===== src/rtl/cidfr_pkg.sv =====
`timescale 1ns / 1ps
// ----------------------------------------------------------------------------
// cidfr_pkg
// Shared types and constants for the connection ID flow router.
// ----------------------------------------------------------------------------
package cidfr_pkg;

    localparam int TABLE_ENTRIES_DEF = 64;
    localparam int MAX_SLOTS_DEF     = 16;
    localparam int ID_BYTES_DEF      = 8;

    localparam logic [63:0] FNV_BASIS = 64'hcbf29ce484222325;
    localparam logic [63:0] FNV_PRIME = 64'h00000100000001b3;

    localparam logic FUNC_ROUTE = 1'b0;
    localparam logic FUNC_CLOSE = 1'b1;

    localparam int IN_W  = 137;
    localparam int OUT_W = 46;

    typedef struct packed {
        logic        func;
        logic [63:0] conn_id;
        logic [3:0]  conn_id_bytes;
        logic [63:0] source_key;
        logic [3:0]  source_key_bytes;
    } item_t;

    typedef struct packed {
        logic        dropped;
        logic [3:0]  slot;
        logic        was_known;
        logic        table_full;
        logic [31:0] slot_packet_count;
        logic [6:0]  entries_left;
    } result_t;

    typedef enum logic [3:0] {
        ST_IDLE, ST_SEARCH, ST_RDWAIT, ST_HASH, ST_MUL, ST_MOD,
        ST_COMMIT, ST_CNT_RD, ST_CNT_WR, ST_OUT
    } bk_state_t;

    function automatic logic [63:0] top_mask(input logic [3:0] n);
        logic [63:0] m;
        m = '0;
        for (int i = 0; i < 8; i++)
            if (4'(i) < n)
                m[63 - 8*i -: 8] = 8'hff;
        return m;
    endfunction

    // h * FNV_PRIME mod 2^64, prime = 2^40 + 0x1b3
    function automatic logic [63:0] fnv_mul(input logic [63:0] h);
        return (h << 40) + (h << 8) + (h << 7) + (h << 5) + (h << 4) + (h << 1) + h;
    endfunction

endpackage


===== src/rtl/cidfr_front.sv =====
`timescale 1ns / 1ps
// ----------------------------------------------------------------------------
// cidfr_front
// Accepts beats, masks and clamps the ID, and queues classified items.
// ----------------------------------------------------------------------------
module cidfr_front #(
    parameter int ID_BYTES = cidfr_pkg::ID_BYTES_DEF
) (
    input  logic             clk,
    input  logic             rst_n,
    input  logic             in_valid,
    output logic             in_ready,
    input  cidfr_pkg::item_t in_item,
    output logic             q_valid,
    input  logic             q_ready,
    output cidfr_pkg::item_t q_item
);
    import cidfr_pkg::*;

    localparam int QD = 2;

    item_t      q_reg [QD];
    logic       wp_reg, rp_reg, wp_next, rp_next;
    logic [1:0] cnt_reg, cnt_next;
    item_t      cls;
    logic [3:0] len;

    always_comb
    begin
        len = (in_item.conn_id_bytes > 4'(ID_BYTES)) ? 4'(ID_BYTES) : in_item.conn_id_bytes;
        cls = in_item;
        cls.conn_id_bytes = len;
        cls.conn_id = in_item.conn_id & top_mask(len);
        cls.source_key_bytes = (in_item.source_key_bytes > 4'd8) ? 4'd8
                                                                  : in_item.source_key_bytes;
    end

    assign in_ready = (cnt_reg != 2'(QD));
    assign q_valid  = (cnt_reg != 2'd0);
    assign q_item   = q_reg[rp_reg];

    always_comb
    begin
        wp_next  = wp_reg;
        rp_next  = rp_reg;
        cnt_next = cnt_reg;
        if (in_valid && in_ready)
        begin
            wp_next = ~wp_reg;
            cnt_next = cnt_next + 2'd1;
        end
        if (q_valid && q_ready)
        begin
            rp_next = ~rp_reg;
            cnt_next = cnt_next - 2'd1;
        end
    end

    always_ff @(posedge clk)
    begin
        if (in_valid && in_ready)
            q_reg[wp_reg] <= cls;
    end

    always_ff @(posedge clk or negedge rst_n)
    begin
        if (!rst_n)
        begin
            wp_reg <= 1'b0; rp_reg <= 1'b0; cnt_reg <= '0;
        end
        else
        begin
            wp_reg <= wp_next; rp_reg <= rp_next; cnt_reg <= cnt_next;
        end
    end

    a_cnt_range: assert property (@(posedge clk) disable iff (!rst_n) cnt_reg <= 2'(QD))
        else $error("queue count overflow");
    a_full_block: assert property (@(posedge clk) disable iff (!rst_n)
        cnt_reg == 2'(QD) |-> !in_ready) else $error("accept while full");
    a_len_clamp: assert property (@(posedge clk) disable iff (!rst_n)
        q_valid |-> q_item.conn_id_bytes <= 4'(ID_BYTES)) else $error("length not clamped");
endmodule


===== config.mk =====
export PLATFORM = sky130hd
export DESIGN_NAME = cidfr_front
export DESIGN_NICKNAME = d
export VERILOG_FILES = /design/src/rtl/cidfr_pkg.sv /design/src/rtl/cidfr_front.sv
export SDC_FILE = /design/constraint.sdc
export NUM_CORES = 1
export LEC_CHECK = 0
export ABC_AREA = 1
export BUFFER_PORTS_ARGS = -buffer_cell sky130_fd_sc_hd__buf_2
export CAP_MARGIN = 20
export CORE_MARGIN = 2
export CORE_UTILIZATION = 53
export DETAILED_ROUTE_END_ITERATION = 6
export GPL_ROUTABILITY_DRIVEN = 0
export MAX_ROUTING_LAYER = met4
export PLACE_DENSITY = 0.8
export SYNTH_ARGS = -nofsm -noshare
export SYNTH_HDL_FRONTEND = slang
export SYNTH_SLANG_ARGS = --single-unit

===== constraint.sdc =====
create_clock -name clk -period 7.9 [get_ports clk]
set_input_delay 1.58 -clock clk [delete_from_list [all_inputs] [get_ports clk]]
set_output_delay 1.58 -clock clk [all_outputs]
set_load 0.005 [all_outputs]

**Word-level counts from Yosys, hierarchy flattened**

Memories as Yosys holds them, arrays and structs flattened.
Cells that the tools add are included.
Widths: inputs -> output; s select.

- Bitwise logic cells: 3
- Eq/ne operators: 1
- $lt $le $gt $ge: 10
- Add/sub/neg operators: 2
- Reduce and logical (&&, ||, !) cells: 3
- Muxes and demuxes: 14

Operators by type and width:

| cell | number |
|---|---|
| $and 64x64->64 | 1 |
| $mux 8 | 8 |
| $lt 3x4->1 const A | 4 |
| $gt 4x4->1 const B | 2 |
| $lt 1x4->1 const A | 2 |
| $lt 2x4->1 const A | 2 |
| $mux 4 | 2 |
| $mux 2 | 2 |
| $add 2x1->2 const B | 1 |
| $logic_and 1x1->1 | 2 |
| $mux 1 | 2 |
| $ne 2x2->1 const B | 1 |
| $not 1->1 | 2 |
| $reduce_bool 2->1 | 1 |
| $sub 2x1->2 const B | 1 |

- Logic and storage cells: 37
- Bits in registers: 4
- Bits of input ports: 141
- Memories: 1
- Output and inout port bits: 139
- RAM bits: 274

Memories:

| memory | depth | bits a word | rd ports | clocked after memory_dff | write ports | line | text |
|---|---|---|---|---|---|---|---|
| q_reg | 2 | 137 | 1 | 0 | 1 | cidfr_front.sv:22 | `item_t q_reg [QD];` |

**Longest topological paths before layout**

- Depth in word-level cells: 5
- Mapped depth: 10
- Depth with buffers taken out: 10

**Worst setup path after synthesis**

Ideal clock, no wire load.

- Kind: input to register
- Start: input port in_valid
- End: memory q_reg[0][0] (netlist bit), enable pin
- Library setup time: 0.636 ns
- Stages on the path: 2
- Path buffers: 0
- Arrival time: 7.412 ns
- Data required time: 7.264 ns
- Slack: -0.148 ns
- Cell sequence: nand2_1 -> nor2_1

- Cells in the longest elaborated chain, start to end: 3

RTL lines:

| what | line | text |
|---|---|---|
| from (decl) | cidfr_front.sv:11 | `input logic in_valid,` |
| $logic_and 1x1->1 | cidfr_front.sv:61 | `if (in_valid && in_ready)` |
| $mux 1 | cidfr_front.sv:61 |  |
| $mux 1 (implied by the code) | cidfr_front.sv:62 | `q_reg[wp_reg] <= cls;` |
| to (decl) | cidfr_front.sv:22 |  |

No other way between the ends.

==> impl_metrics.toml <==
[sta]
setup_ws_ns = 3.41
whs_ns = 0.631
slew_headroom_pct = 29.4
period_minus_slack_ns = 4.49
tightest_slew_ns = 1.06
final.period_utilization_pct = 56.8
rsz0062_at_grt = "no"
hold_violations = 0
slew_viol_final = 0
clock_skew_ns = 0.0102
max_freq_mhz = 223
finalSetupViolations = 0

[layout]
final_common_cell = "nand2_1"
largest_reg_flops = 274
nNetsFinal = 1333
nFillCells = 1466
layout-drive-gt1-share_pct = 27.9
mostFrequentLayoutCells = "448 x nand2_1, 279 x buf_2, 274 x edfxtp_1, 76 x inv_1, 46 x nor2_1"
post-route-util_pct = 66.6
area_delta_synth_final_pct = 23.8

[critical_path]
cp_common_cell = "nand2_1"
critPathTopFamily = "buffers and inverters"
worstPathArrival_ns = 2.91
cp.buffers_inverters = 3
required_ns = 6.32
crit_path_max_incr_delay_ns = 0.69
crit_fanout = 70
endpoint_kind = "output pin"
cpMaxStageDelayCell = "buf_4"
crit_type = "flop to output pin"
start_kind = "flop"
crit_chain = "inv_4, buf_4, nand2_1, nand2_1, buf_2"

[global_route]
grt_pass1_vias = 6986
antenna_found_initial = 5
grt_util_all_layers_pct = 21.3
globalRouteOverflowTotal = 0
grt_max_degree = 98
grt_pass1_wl_microns = 34900

[cts]
cts_tree = "built"
clk_pin_slew_ns = 0.06
hold_buffers = 0
postCtsSetupBuffers = 0
numCtsBuffers = 29
clock-sinks = 278
clock_latency_ns = 0.53
clk_path_buf_depth = 3
h-tree-depth = 1
post_cts_resized = 0
clockRootBuffer = "clkbuf_16"

[synth]
avgSynthCellArea_sq_um = 11.9
synth.distinct_cells = 20
muxShareOfSynthArea_pct = 0
synth_area_sq_um = 10800
synth-simple-area-share_pct = 17.8
synth.yosys.seq_area_share_pct = 77.0
yosys.area_share.adder_pct = 0.231
postSynthCellCount = 909
synth-compound-area-share_pct = 0.393
synth-seq-cells = 278
synth_top_family_by_area = "simple AND/OR/NAND/NOR gates"
synthXorXnorAreaFrac_pct = 0.162
syn_nets = 1052
ys.warnings.count = 0

[die]
die_y_microns = 147
floorplan.rows = 52
io_pins = 280
core_sq_um = 20100
die_area_sq_um = 21600
initial_core_util_pct = 53.8
die_w_microns = 147

[routing]
wl_microns = 22700
wl_met1_microns = 8700
vias_per_cell = 4.81
vias = 7154
first_iter_violations = 391
drc = 0
dr.pass1.iters = 5
antenna_left = 0
highest_layer = "met4"
wl_met3_microns = 1550
avgRoutedWirePerCell_microns = 15.3
wl_met2_microns = 11700

[power]
p_leak_nw = 6.14
peakVddDrop_mv = 0.230
power.density_nw_per_um2 = 360

[placed_design]
dp_hpwl_microns = 14700
io_buffers = 279
post-place-ws_ns = 3.88

[run_status]
status = "complete, no violations"

[flow_run]
cap_violations = 0

[min_path]
worstHoldPathType = "flop to flop"
[worst paths after layout]
check | from | end | slack [ns] | depth (start not counted)
worst max-delay path | rp_reg | q_item[52] | 3.41 | 5
min in group asynchronous | rst_n | rp_reg | 0.85 | 1
worst min-delay path | cnt_reg[0] | cnt_reg[0] | 0.63 | 3
worst min register to register | cnt_reg[0] | cnt_reg[0] | 0.63 | 3
worst max register to register | cnt_reg[0] | q_reg[0][113] | 5.12 | 6
max in group asynchronous | rst_n | rp_reg | 6.90 | 1
[logic make-up after synthesis]
kind of cell	count (synthesis)
AND/OR/NAND/NOR	506
flip-flops	278
buffers and inverters	116
AO/OA/AOI/OAI	5
XOR/XNOR	2
adder cells (fa/ha/maj)	2
[stage by stage]
stage | total power [mW] | instance area, sq um | std cells | setup TNS [ns]
3_5_place_dp | 3.55 | 12400 | 1429 | 0
2_1_floorplan | 2.98 | 10800 | 909 | -40.54
3_3_place_gp | 3.51 | 12400 | 1429 | 0
5_1_grt | 5.11 | 13400 | 1487 | 0
6_report | 4.82 | 13400 | 1487 | 0
4_1_cts | 4.88 | 13400 | 1482 | 0
[Yosys cell counts]
library cell | number | area share, %
edfxtp_1 | 274 | 76
nor3_2 | 1 | 0.093
nand3_2 | 1 | 0.093
o21ai_2 | 1 | 0.081
a21boi_0 | 1 | 0.069
inv_1 | 77 | 2.7
clkbuf_1 | 3 | 0.10
nand2_1 | 448 | 16
dfrtp_1 | 4 | 0.93
buf_2 | 31 | 1.4
a21oi_4 | 1 | 0.15
ha_1 | 2 | 0.23
xor2_1 | 2 | 0.16
nor2_4 | 1 | 0.10
inv_2 | 4 | 0.14
nand3_1 | 7 | 0.32
buf_4 | 1 | 0.069
nor2_1 | 48 | 1.7
a21oi_1 | 1 | 0.046
o21ai_1 | 1 | 0.046
[layout make-up]
class                           count  area, sq um  area share, %
Antenna cell                        5         12.5         0.0934
Timing Repair Buffer              285         1440           10.8
Sequential cell                   278         8330           62.2
Inverter                           81          307           2.29
Tap cell                          270          338           2.52
Multi-Input combinational cell    515         2030           15.1
Clock buffer                       35          748           5.58
Clock inverter                     18          191           1.43
[power breakdown]
part	switching [mW]	leakage [nW]	internal, mW
registers	0.115	2.61	2.03
logic	0.878	3.07	0.473
clock network	0.526	0.462	0.803
[worst register-to-register path: stages (launching register included)]
cell     delay (ns)
dfrtp_1        0.38
inv_1          0.10
ha_1           0.20
inv_1          0.12
nand2_1        0.23
nor2_4         0.44
buf_4          0.83
[layer usage]
metal  global-route usage (%)  vias to the layer above
met2                     36.1                      249
met4                     7.62                        0
li1                         -                     3518
met5                        -                        -
met3                     4.32                       60
met1                     25.5                     3327
Note: power is estimated with default switching activity, not from simulation.
